===== config.mk =====
export PLATFORM = sky130hd
export DESIGN_NAME = uri_host_validator_core
export DESIGN_NICKNAME = d
export VERILOG_FILES = /design/src/sv/uhv_pkg.sv /design/src/sv/uhv_classify.sv /design/src/sv/uhv_fifo.sv /design/src/sv/uhv_recognize.sv /design/src/sv/uri_host_validator_core.sv
export SDC_FILE = /design/constraint.sdc
export NUM_CORES = 1
export LEC_CHECK = 0
export BUFFER_PORTS_ARGS = -buffer_cell sky130_fd_sc_hd__buf_4
export CAP_MARGIN = 0
export CELL_PAD_IN_SITES_DETAIL_PLACEMENT = 1
export CELL_PAD_IN_SITES_GLOBAL_PLACEMENT = 1
export CORE_MARGIN = 4
export CORE_UTILIZATION = 46
export CTS_BUF_LIST = sky130_fd_sc_hd__clkbuf_4 sky130_fd_sc_hd__clkbuf_8
export DETAILED_ROUTE_END_ITERATION = 7
export PLACE_DENSITY = 0.91
export SLEW_MARGIN = 20
export SYNTH_ARGS = -nofsm -noshare
export SYNTH_HDL_FRONTEND = slang
export SYNTH_SLANG_ARGS = --single-unit
export TNS_END_PERCENT = 50

===== constraint.sdc =====
create_clock -name clk_i -period 4 [get_ports clk_i]
set_input_delay 0.4 -clock clk_i [delete_from_list [all_inputs] [get_ports clk_i]]
set_output_delay 0.4 -clock clk_i [all_outputs]
set_load 0.05 [all_outputs]

===== src/sv/uhv_pkg.sv =====
// ----------------------------------------------------------------------------
// uhv_pkg
// Shared types and constants for the URI host validator: payload structs,
// character class bundle, queue entry and result kind codes.
// ----------------------------------------------------------------------------
package uhv_pkg;

  // input transfer payload
  typedef struct packed {
    logic [7:0] ch;
    logic       has_char;
    logic       last;
  } in_data_t;

  // output transfer payload
  typedef struct packed {
    logic       valid_res;
    logic [2:0] host_kind;
  } out_data_t;

  // result kinds
  typedef enum logic [2:0] {
    KIND_INVALID = 3'd0,
    KIND_EMPTY   = 3'd1,
    KIND_IPV4    = 3'd2,
    KIND_IPV6    = 3'd3,
    KIND_FUTURE  = 3'd4,
    KIND_NAME    = 3'd5
  } kind_e;

  // character classes of one byte
  typedef struct packed {
    logic       is_digit;
    logic       is_hex;
    logic       is_unres;
    logic       is_sub;
    logic       is_colon;
    logic       is_dot;
    logic       is_pct;
    logic       is_v;
    logic [3:0] digit;
  } cls_t;

  // entry passed from classifier to recognizer
  typedef struct packed {
    cls_t cls;
    logic has_char;
    logic last;
  } entry_t;

endpackage


===== src/sv/uhv_classify.sv =====
// ----------------------------------------------------------------------------
// uhv_classify
// Front end: takes input transfers, sorts each byte into character classes
// and writes an entry into the queue.
// ----------------------------------------------------------------------------
module uhv_classify (
  input  logic             in_valid_i,
  input  uhv_pkg::in_data_t in_data_i,
  input  logic             full_i,
  output logic             in_ready_o,
  output logic             push_o,
  output uhv_pkg::entry_t  entry_o
);
  import uhv_pkg::*;

  logic [7:0] c;
  logic       alpha;
  logic       sub;

  assign c = in_data_i.ch;
  assign alpha = (c >= 8'h61 && c <= 8'h7a) || (c >= 8'h41 && c <= 8'h5a);

  always_comb begin
    case (c)
      8'h21, 8'h24, 8'h26, 8'h27, 8'h28, 8'h29,
      8'h2a, 8'h2b, 8'h2c, 8'h3b, 8'h3d: sub = 1'b1;
      default: sub = 1'b0;
    endcase
  end

  always_comb begin
    entry_o.cls.is_digit = (c >= 8'h30 && c <= 8'h39);
    entry_o.cls.is_hex   = entry_o.cls.is_digit || (c >= 8'h61 && c <= 8'h66) ||
                           (c >= 8'h41 && c <= 8'h46);
    entry_o.cls.is_unres = entry_o.cls.is_digit || alpha || c == 8'h2d ||
                           c == 8'h2e || c == 8'h5f || c == 8'h7e;
    entry_o.cls.is_sub   = sub;
    entry_o.cls.is_colon = (c == 8'h3a);
    entry_o.cls.is_dot   = (c == 8'h2e);
    entry_o.cls.is_pct   = (c == 8'h25);
    entry_o.cls.is_v     = (c == 8'h76);
    entry_o.cls.digit    = 4'(c - 8'h30);
    entry_o.has_char     = in_data_i.has_char;
    entry_o.last         = in_data_i.last;
  end

  // empty items that are not last change nothing, so they are dropped here
  assign in_ready_o = !full_i;
  assign push_o     = in_valid_i && !full_i && (in_data_i.has_char || in_data_i.last);

endmodule


===== src/sv/uhv_fifo.sv =====
// ----------------------------------------------------------------------------
// uhv_fifo
// Short queue of classified entries between front end and recognizer.
// ----------------------------------------------------------------------------
module uhv_fifo #(
  parameter int Depth = 2
) (
  input  logic            clk_i,
  input  logic            rst_ni,
  input  logic            push_i,
  input  uhv_pkg::entry_t wdata_i,
  input  logic            pop_i,
  output uhv_pkg::entry_t rdata_o,
  output logic            empty_o,
  output logic            full_o
);
  import uhv_pkg::*;

  localparam int PtrW = (Depth > 1) ? $clog2(Depth) : 1;
  localparam int CntW = $clog2(Depth + 1);
  localparam logic [PtrW-1:0] LastPtr = PtrW'(Depth - 1);
  localparam logic [CntW-1:0] FullCnt = CntW'(Depth);

  entry_t          mem_q [Depth];
  logic [PtrW-1:0] wptr_q, wptr_d, rptr_q, rptr_d;
  logic [CntW-1:0] cnt_q, cnt_d;
  logic            do_push, do_pop;

  assign empty_o = (cnt_q == '0);
  assign full_o  = (cnt_q == FullCnt);
  assign do_push = push_i && !full_o;
  assign do_pop  = pop_i && !empty_o;
  assign rdata_o = mem_q[rptr_q];

  always_comb begin
    wptr_d = wptr_q;
    rptr_d = rptr_q;
    cnt_d  = cnt_q;
    if (do_push) begin
      wptr_d = (wptr_q == LastPtr) ? '0 : wptr_q + 1'b1;
    end
    if (do_pop) begin
      rptr_d = (rptr_q == LastPtr) ? '0 : rptr_q + 1'b1;
    end
    case ({do_push, do_pop})
      2'b10:   cnt_d = cnt_q + 1'b1;
      2'b01:   cnt_d = cnt_q - 1'b1;
      default: cnt_d = cnt_q;
    endcase
  end

  always_ff @(posedge clk_i or negedge rst_ni) begin
    if (!rst_ni) begin
      wptr_q <= '0;
      rptr_q <= '0;
      cnt_q  <= '0;
    end else begin
      wptr_q <= wptr_d;
      rptr_q <= rptr_d;
      cnt_q  <= cnt_d;
    end
  end

  always_ff @(posedge clk_i) begin
    if (do_push) begin
      mem_q[wptr_q] <= wdata_i;
    end
  end

endmodule


===== src/sv/uhv_recognize.sv =====
// ----------------------------------------------------------------------------
// uhv_recognize
// Back end: ipv4, ipv6, ipvfuture and reg-name recognizers take one entry per
// cycle if the output register can take a last one, which holds the result.
// ----------------------------------------------------------------------------
module uhv_recognize (
  input  logic             clk_i,
  input  logic             rst_ni,
  input  uhv_pkg::entry_t  entry_i,
  input  logic             empty_i,
  output logic             pop_o,
  output logic             out_valid_o,
  input  logic             out_ready_i,
  output uhv_pkg::out_data_t out_data_o
);
  import uhv_pkg::*;

  typedef struct packed {
    logic [7:0] value;
    logic [1:0] digits;
    logic [1:0] dots;
    logic       alive;
  } quad_t;

  typedef enum logic [5:0] {
    FUT_START = 6'b000001,
    FUT_V     = 6'b000010,
    FUT_HEX   = 6'b000100,
    FUT_DOT   = 6'b001000,
    FUT_TAIL  = 6'b010000,
    FUT_DEAD  = 6'b100000
  } fut_e;

  typedef enum logic [3:0] {
    NM_PLAIN = 4'b0001,
    NM_PCT1  = 4'b0010,
    NM_PCT2  = 4'b0100,
    NM_DEAD  = 4'b1000
  } name_e;

  typedef struct packed {
    logic [1:0] char_count;
    quad_t      host_quad;
    quad_t      tail_quad;
    logic [2:0] group_digits;
    logic [3:0] group_count;
    logic       compressed;
    logic [1:0] colon_run;
    logic       v6_alive;
    logic       v6_tail;
    fut_e       fut;
    name_e      name;
  } rec_t;

  localparam quad_t QuadClear = '{value: 8'd0, digits: 2'd0, dots: 2'd0, alive: 1'b1};
  localparam rec_t  RecClear  = '{
    char_count: 2'd0, host_quad: QuadClear, tail_quad: QuadClear,
    group_digits: 3'd0, group_count: 4'd0, compressed: 1'b0, colon_run: 2'd0,
    v6_alive: 1'b1, v6_tail: 1'b0, fut: FUT_START, name: NM_PLAIN};

  function automatic quad_t quad_feed(quad_t q, cls_t c);
    quad_t       r;
    logic [11:0] nv;
    r  = q;
    nv = 12'(q.value) * 12'd10 + 12'(c.digit);
    if (q.alive) begin
      if (c.is_digit) begin
        if (q.digits == 2'd1 && q.value == 8'd0) begin
          r.alive = 1'b0;
        end else if (nv >= 12'd256) begin
          r.alive = 1'b0;
        end else begin
          r.value = nv[7:0];
          if (q.digits != 2'd3) r.digits = q.digits + 2'd1;
        end
      end else if (c.is_dot) begin
        if (q.digits == 2'd0 || q.dots == 2'd3) begin
          r.alive = 1'b0;
        end else begin
          r.dots   = q.dots + 2'd1;
          r.value  = 8'd0;
          r.digits = 2'd0;
        end
      end else begin
        r.alive = 1'b0;
      end
    end
    return r;
  endfunction

  function automatic logic quad_done(quad_t q);
    return q.alive && q.digits != 2'd0 && q.dots == 2'd3;
  endfunction

  rec_t      st_q, st_d, fed;
  cls_t      c;
  logic      take;
  logic      v6_ok;
  logic [3:0] total;
  kind_e     kind;
  logic      out_valid_q, out_valid_d;
  out_data_t out_data_q, out_data_d;
  quad_t     tq;

  assign c = entry_i.cls;

  // next state after feeding the entry byte
  always_comb begin
    fed = st_q;
    tq  = quad_feed(st_q.tail_quad, c);
    if (entry_i.has_char) begin
      if (st_q.char_count != 2'd3) fed.char_count = st_q.char_count + 2'd1;
      fed.host_quad = quad_feed(st_q.host_quad, c);

      // ipv6
      if (st_q.v6_alive) begin
        if (st_q.v6_tail) begin
          fed.tail_quad = tq;
          if (!tq.alive) fed.v6_alive = 1'b0;
        end else if (c.is_hex) begin
          if ((st_q.colon_run == 2'd1 && st_q.group_count == 4'd0) ||
              st_q.group_digits >= 3'd4) begin
            fed.v6_alive = 1'b0;
          end else begin
            fed.group_digits = st_q.group_digits + 3'd1;
            fed.colon_run    = 2'd0;
            fed.tail_quad    = tq;
          end
        end else if (c.is_colon) begin
          if (st_q.colon_run == 2'd0) begin
            if (st_q.group_digits != 3'd0 && st_q.group_count >= 4'd7) begin
              fed.v6_alive = 1'b0;
            end else begin
              if (st_q.group_digits != 3'd0) begin
                fed.group_count  = st_q.group_count + 4'd1;
                fed.group_digits = 3'd0;
              end
              fed.colon_run = 2'd1;
              fed.tail_quad = QuadClear;
            end
          end else if (st_q.colon_run == 2'd1 && !st_q.compressed) begin
            fed.compressed = 1'b1;
            fed.colon_run  = 2'd2;
          end else begin
            fed.v6_alive = 1'b0;
          end
        end else if (c.is_dot) begin
          fed.tail_quad = tq;
          if (!tq.alive) fed.v6_alive = 1'b0;
          else fed.v6_tail = 1'b1;
        end else begin
          fed.v6_alive = 1'b0;
        end
      end

      // ipvfuture
      case (st_q.fut)
        FUT_START: fed.fut = c.is_v ? FUT_V : FUT_DEAD;
        FUT_V:     fed.fut = c.is_hex ? FUT_HEX : FUT_DEAD;
        FUT_HEX: begin
          if (c.is_dot) fed.fut = FUT_DOT;
          else if (!c.is_hex) fed.fut = FUT_DEAD;
        end
        FUT_DOT, FUT_TAIL:
          fed.fut = (c.is_unres || c.is_sub || c.is_colon) ? FUT_TAIL : FUT_DEAD;
        default:   fed.fut = FUT_DEAD;
      endcase

      // reg-name with escapes
      case (st_q.name)
        NM_PLAIN: begin
          if (c.is_pct) fed.name = NM_PCT1;
          else if (!c.is_unres && !c.is_sub) fed.name = NM_DEAD;
        end
        NM_PCT1: fed.name = c.is_hex ? NM_PCT2 : NM_DEAD;
        NM_PCT2: fed.name = c.is_hex ? NM_PLAIN : NM_DEAD;
        default: fed.name = NM_DEAD;
      endcase
    end
  end

  // final judgement on the fed state
  always_comb begin
    v6_ok = 1'b0;
    total = 4'd0;
    if (fed.v6_alive) begin
      if (fed.v6_tail) begin
        v6_ok = quad_done(fed.tail_quad);
        total = fed.group_count + 4'd2;
      end else begin
        v6_ok = !(fed.colon_run == 2'd1 ||
                  (fed.colon_run == 2'd0 && fed.group_digits == 3'd0));
        total = fed.group_count + {3'd0, fed.group_digits != 3'd0};
      end
      v6_ok = v6_ok && (fed.compressed ? (total <= 4'd7) : (total == 4'd8));
    end
    if (fed.char_count == 2'd0)         kind = KIND_EMPTY;
    else if (quad_done(fed.host_quad))  kind = KIND_IPV4;
    else if (v6_ok)                     kind = KIND_IPV6;
    else if (fed.fut == FUT_TAIL)       kind = KIND_FUTURE;
    else if (fed.name == NM_PLAIN)      kind = KIND_NAME;
    else                                kind = KIND_INVALID;
  end

  // a last entry needs the output register free or draining
  assign take  = !empty_i && (!entry_i.last || !out_valid_q || out_ready_i);
  assign pop_o = take;

  always_comb begin
    st_d        = st_q;
    out_valid_d = out_valid_q && !out_ready_i;
    out_data_d  = out_data_q;
    if (take) begin
      st_d = entry_i.last ? RecClear : fed;
      if (entry_i.last) begin
        out_valid_d          = 1'b1;
        out_data_d.valid_res = (kind != KIND_INVALID);
        out_data_d.host_kind = kind;
      end
    end
  end

  always_ff @(posedge clk_i or negedge rst_ni) begin
    if (!rst_ni) begin
      st_q        <= RecClear;
      out_valid_q <= 1'b0;
    end else begin
      st_q        <= st_d;
      out_valid_q <= out_valid_d;
    end
  end

  always_ff @(posedge clk_i) begin
    out_data_q <= out_data_d;
  end

  assign out_valid_o = out_valid_q;
  assign out_data_o  = out_data_q;

endmodule


===== src/sv/uri_host_validator_core.sv =====
// ----------------------------------------------------------------------------
// uri_host_validator_core
// URI host syntax checker: one host byte per transfer, one verdict per host.
// ----------------------------------------------------------------------------
// verdict path: the transfer marked last goes through the queue write, then
//   the output register, and its verdict is held back further while
//   older entries sit in the queue or an older verdict is stalled
// throughput: one input transfer per cycle while the queue is not full; the
//   recognizer registers in the back end update on each entry they take
// reset: asynchronous, active low; clears the queue, all recognizers and
//   the output valid, the block is ready in the first cycle after reset
module uri_host_validator_core #(
  parameter int QueueDepth = 2
) (
  input  logic               clk_i,
  input  logic               rst_ni,
  // input channel
  input  logic               in_valid_i,
  output logic               in_ready_o,
  input  uhv_pkg::in_data_t  in_data_i,
  // output channel
  output logic               out_valid_o,
  input  logic               out_ready_i,
  output uhv_pkg::out_data_t out_data_o
);
  import uhv_pkg::*;

  // queue interface between front and back
  entry_t wr_entry, rd_entry;
  logic   push, pop, q_empty, q_full;

  // front end: byte classification, drops empty items that are not last
  uhv_classify u_classify (
    .in_valid_i (in_valid_i),
    .in_data_i  (in_data_i),
    .full_i     (q_full),
    .in_ready_o (in_ready_o),
    .push_o     (push),
    .entry_o    (wr_entry)
  );

  // short queue so front and back stall on their own
  uhv_fifo #(
    .Depth (QueueDepth)
  ) u_fifo (
    .clk_i   (clk_i),
    .rst_ni  (rst_ni),
    .push_i  (push),
    .wdata_i (wr_entry),
    .pop_i   (pop),
    .rdata_o (rd_entry),
    .empty_o (q_empty),
    .full_o  (q_full)
  );

  // back end: recognizers and output register; a non-last entry always
  // drains, a last entry waits only while an older verdict is stalled
  uhv_recognize u_recognize (
    .clk_i       (clk_i),
    .rst_ni      (rst_ni),
    .entry_i     (rd_entry),
    .empty_i     (q_empty),
    .pop_o       (pop),
    .out_valid_o (out_valid_o),
    .out_ready_i (out_ready_i),
    .out_data_o  (out_data_o)
  );

endmodule


==> results.md <==
- Count of maximum capacitance violations: 0
- CP startpoint: u_recognize.st_q[30]
- Launching element type of the critical path: register
- Filler cell count: around 1500
- Syn_nets: a little over 700
- Core Area: roughly 13000 um^2
- Dominant combinational cell family by area after synthesis: simple AND/OR/NAND/NOR gates
- Share of the clock period used by the worst path: 101%
- Final Hold Slack: between 0.08 and 0.09 ns
- Final hold vios: 0
- Flops & latches, synth: 87
- Slowest library cell on the worst path: sky130_fd_sc_hd__or4b_1
- Sink count of the clock tree: 87
- Most numerous cell types in the synthesized netlist: sky130_fd_sc_hd__nand2_1, sky130_fd_sc_hd__nor2_1, sky130_fd_sc_hd__dfrtp_1
- Instance count of the mapped netlist: 654
- Number of instances in the placed design: 840
- Number of antenna repair diodes: 0
- Reg2Reg Depth: 14
- Violated checks: negative setup slack
- Synthesis-to-layout area growth: 10.8%
- Insertion delay to the later sink of the worst-skew pair: ~0.4 ns
- Parity-gate share of the synthesized area counting xor and xnor cells: roughly 3.2%
- Global-route usage over all layers: between 20 and 25%
- Die Area: approximately 15000 um^2
- Final Worst Setup Slack: -0.0387 ns
- Remaining antenna violation count after routing: 0
- Initial DRT Pass Iterations: 5
- Initial antenna violation count: 0
- Cell type group with the largest total delay on the critical path: simple AND/OR/NAND/NOR gates
- Number of levels in the clock H-tree: 3
- Remaining max-slew budget at the tightest pin: ~47%
- Synth Warn #: 0
- Cell area power density: a little under 700 nW/um^2
- Result of the run: complete, but fails checks
- Crit path DAT: 4.18 ns
- Finished Cell Area: around 6700 um^2
- Maximum VDD drop: roughly 390 uV
- Share of the yosys chip area belonging to registers: approximately 39%
- Share of the synthesized area in compound gates (AO/OA/AOI/OAI): roughly a fifth
- Post-DP Area: about 6400 um^2
- Achievable frequency: between 0.2 and 0.25 GHz
- Reg2reg setup slack: -0.04 ns
- Leakage: between 2 and 3 nW
- Most frequent cell after synthesis: sky130_fd_sc_hd__nand2_1
- Global-route wire length before repair: 28.4 mm
- Iter 0 DRT Violations: approximately 290
- Ports: 20
- CP required: around 4.1 ns
- Total power consumption of the routed design: roughly 4.6 mW
- Layout cell share with drive strength beyond 1: 14.8%
- Total of hold buffers inserted after clock tree synthesis: 0
- Global placer's final weighted congestion: just over 0.9
- Final cell count without fillers: 856
- Worst-margin pin slew: 0.794 ns
- Die Y-Extent: about 120 um
- Largest net degree at the start of global routing: 56
- Critical path buffer and inverter count: 1
- Mapped cell area: between 6000 and 7000 um^2
- Drc violations: 0
- Unrepaired setup endpoints after global routing: true
- Final critical delay including setup and external delays: ~4.0 ns
- Total global routing overflow: 0
- Number of distinct library cell variants in the gate-level netlist after synthesis: just under 80
- Number of vias after detailed routing: between 5000 and 6000
- Max clock buf depth: 2
- Starting Density: 47.5%
- Total clock buffers created by CTS: 9
- Setup Viol. Count Final: 1
- Post-synth top area cell: sky130_fd_sc_hd__dfrtp_1
- Mux cell area share after synthesis: ~4.2%
- Top-area cell type share of the netlist area: 20.7%
- Post-synth top flop: sky130_fd_sc_hd__dfrtp_1
- Via count of the first global-routing pass: approximately 5700
- Synth async-reset ratio: a little over three fifths
- Startpoint-to-endpoint class of the critical path: reg -> reg
- Root buf cell: sky130_fd_sc_hd__clkbuf_8
- Adder-Cell Fraction of Synth Area: under 10%
- Area share of and/or/nand/nor cells after synthesis: around 22%
- Worst r2r dst: u_recognize.out_data_o[3]
- Highest cell delay on the worst timing path: 0.46 ns
- Cell repeated most along the worst path: sky130_fd_sc_hd__ha_1
- EDFF count, synth: 32
- CTS tree: done
- Worst Setup End Kind: register
- Port buffer count: 19
- Max Transition Viols Final: 0
- Via-per-instance ratio: a little over 6
- Clock tree skew after final layout: a little over 0.02 ns
- Post-detailed-placement half-perimeter wirelength: between 10 and 15 mm
- Routed wire length: 17.4 mm
- Routed wire per std cell: around 20 um
- Worst hold path class: in -> async
- Row cnt: approximately 40
- Maximum fanout count along the critical path: 5
- Clock-pin slew of the registers on the worst-case setup and hold paths: approximately 0.10 ns
- Cell types occupying the most area after synthesis: sky130_fd_sc_hd__dfrtp_1, sky130_fd_sc_hd__edfxtp_1, sky130_fd_sc_hd__ha_1
- Horizontal die dimension: between 100 and 150 um
- Post-synthesis average cell area: about 9 um^2
- Number of nets at the end of the flow: 737
- Crit Reg-Reg Startpoint: u_recognize.st_q[30]
- Post-place setup slack: around 0.0042 ns
- Cell Chain, Critical Path: ha_1, ha_1, inv_1, fa_1, xnor2_2, nand3b_1, nor4_2, nand3_2, a21oi_1, mux2i_1, nand3_1, a22o_1, and3_1, or4b_1
placed cells by master (no fill, tap or decap), types with 20 or more instances in the layout:
cell type and count:
sky130_fd_sc_hd__nand2_1 66, sky130_fd_sc_hd__nor2_1 53, sky130_fd_sc_hd__dfrtp_1 50, sky130_fd_sc_hd__o21ai_0 42, sky130_fd_sc_hd__ha_1 39, sky130_fd_sc_hd__a21oi_1 37
sky130_fd_sc_hd__buf_4 37, sky130_fd_sc_hd__inv_1 32, sky130_fd_sc_hd__edfxtp_1 32, sky130_fd_sc_hd__nor3_1 20
sequential cells by signal, summed over array words and instances, names as in the netlist:
register and flops:
u_fifo.cnt_q 2, u_fifo.mem_q 28, u_fifo.rptr_q 1, u_fifo.wptr_q 1
u_recognize.out_data_o 4, u_recognize.out_valid_o 1, u_recognize.st_q 50
worst max path at each step:
stage / depth (start not counted) / slack (ns) / end
global route: 14 / -0.26 / u_recognize.out_data_o[3]
finish: 14 / -0.04 / u_recognize.out_data_o[3]
CTS: 14 / 0.006 / u_recognize.out_data_o[3]
floorplan: 16 / -0.02 / u_recognize.out_data_o[3]
detailed placement: 14 / 0.004 / u_recognize.out_data_o[3]
global placement: 13 / 0.19 / u_recognize.out_data_o[3]
cells by family after synthesis:
family | count (synthesis)
adder cells (fa/ha/maj) | 44
XOR/XNOR | 22
flip-flops | 87
buffers and inverters | 55
AND/OR/NAND/NOR | 252
multiplexers | 24
AO/OA/AOI/OAI | 170
through the flow:
| stage | utilization [%] | setup TNS (ns) |
|---|---|---|
| finish | 52.6 | -0.0387 |
| floorplan | - | -0.0204 |
| CTS | 52.1 | 0 |
| detailed placement | 50.7 | 0 |
| global route | 52.6 | -0.325 |
| global placement | 50.7 | 0 |
area by class of cell:
type | count | area (um^2) | area share, %
multi-input combinational | 512 | 3560 | 53.2
sequential | 87 | 2340 | 35.0
timing repair buffer | 37 | 278 | 4.15
tap | 172 | 215 | 3.22
clock buffer | 11 | 145 | 2.17
inverter | 32 | 120 | 1.80
clock inverter | 5 | 32.5 | 0.486
worst reg2reg max path: stages (launching register included):
cell and delay (ns):
sky130_fd_sc_hd__dfrtp_1 0.43, sky130_fd_sc_hd__ha_1 0.30, sky130_fd_sc_hd__ha_1 0.18, sky130_fd_sc_hd__inv_1 0.07, sky130_fd_sc_hd__fa_1 0.42, sky130_fd_sc_hd__xnor2_2 0.24, sky130_fd_sc_hd__nand3b_1 0.18, sky130_fd_sc_hd__nor4_2 0.28
sky130_fd_sc_hd__nand3_2 0.19, sky130_fd_sc_hd__a21oi_1 0.26, sky130_fd_sc_hd__mux2i_1 0.25, sky130_fd_sc_hd__nand3_1 0.13, sky130_fd_sc_hd__a22o_1 0.24, sky130_fd_sc_hd__and3_1 0.19, sky130_fd_sc_hd__or4b_1 0.46
repair_timing:
item / in CTS / in global routing
pin swaps: 0 / 0
setup buffers: 0 / 0
setup endpoints to repair: 1 / 12
endpoints found under the hold margin: 0 / 0
resized for setup: 1 / 10
power breakdown:
group / switching [mW] / internal (mW) / leakage, nW / total, mW
logic: 1.62 / 0.951 / 1.75 / 2.57
registers: 0.232 / 1.18 / 1.03 / 1.41
clock network: 0.346 / 0.251 / 0.0951 / 0.596
metal layers:
metal	global-route usage (%)	up-vias	part of all wire (%)
li1	-	2452	-
met1	30.6	2707	43
met2	40.7	148	50
met3	4.19	33	4.6
met4	9.17	0	2.2
met5	0	-	0
No activity file was read; power rests on OpenSTA's default activity.
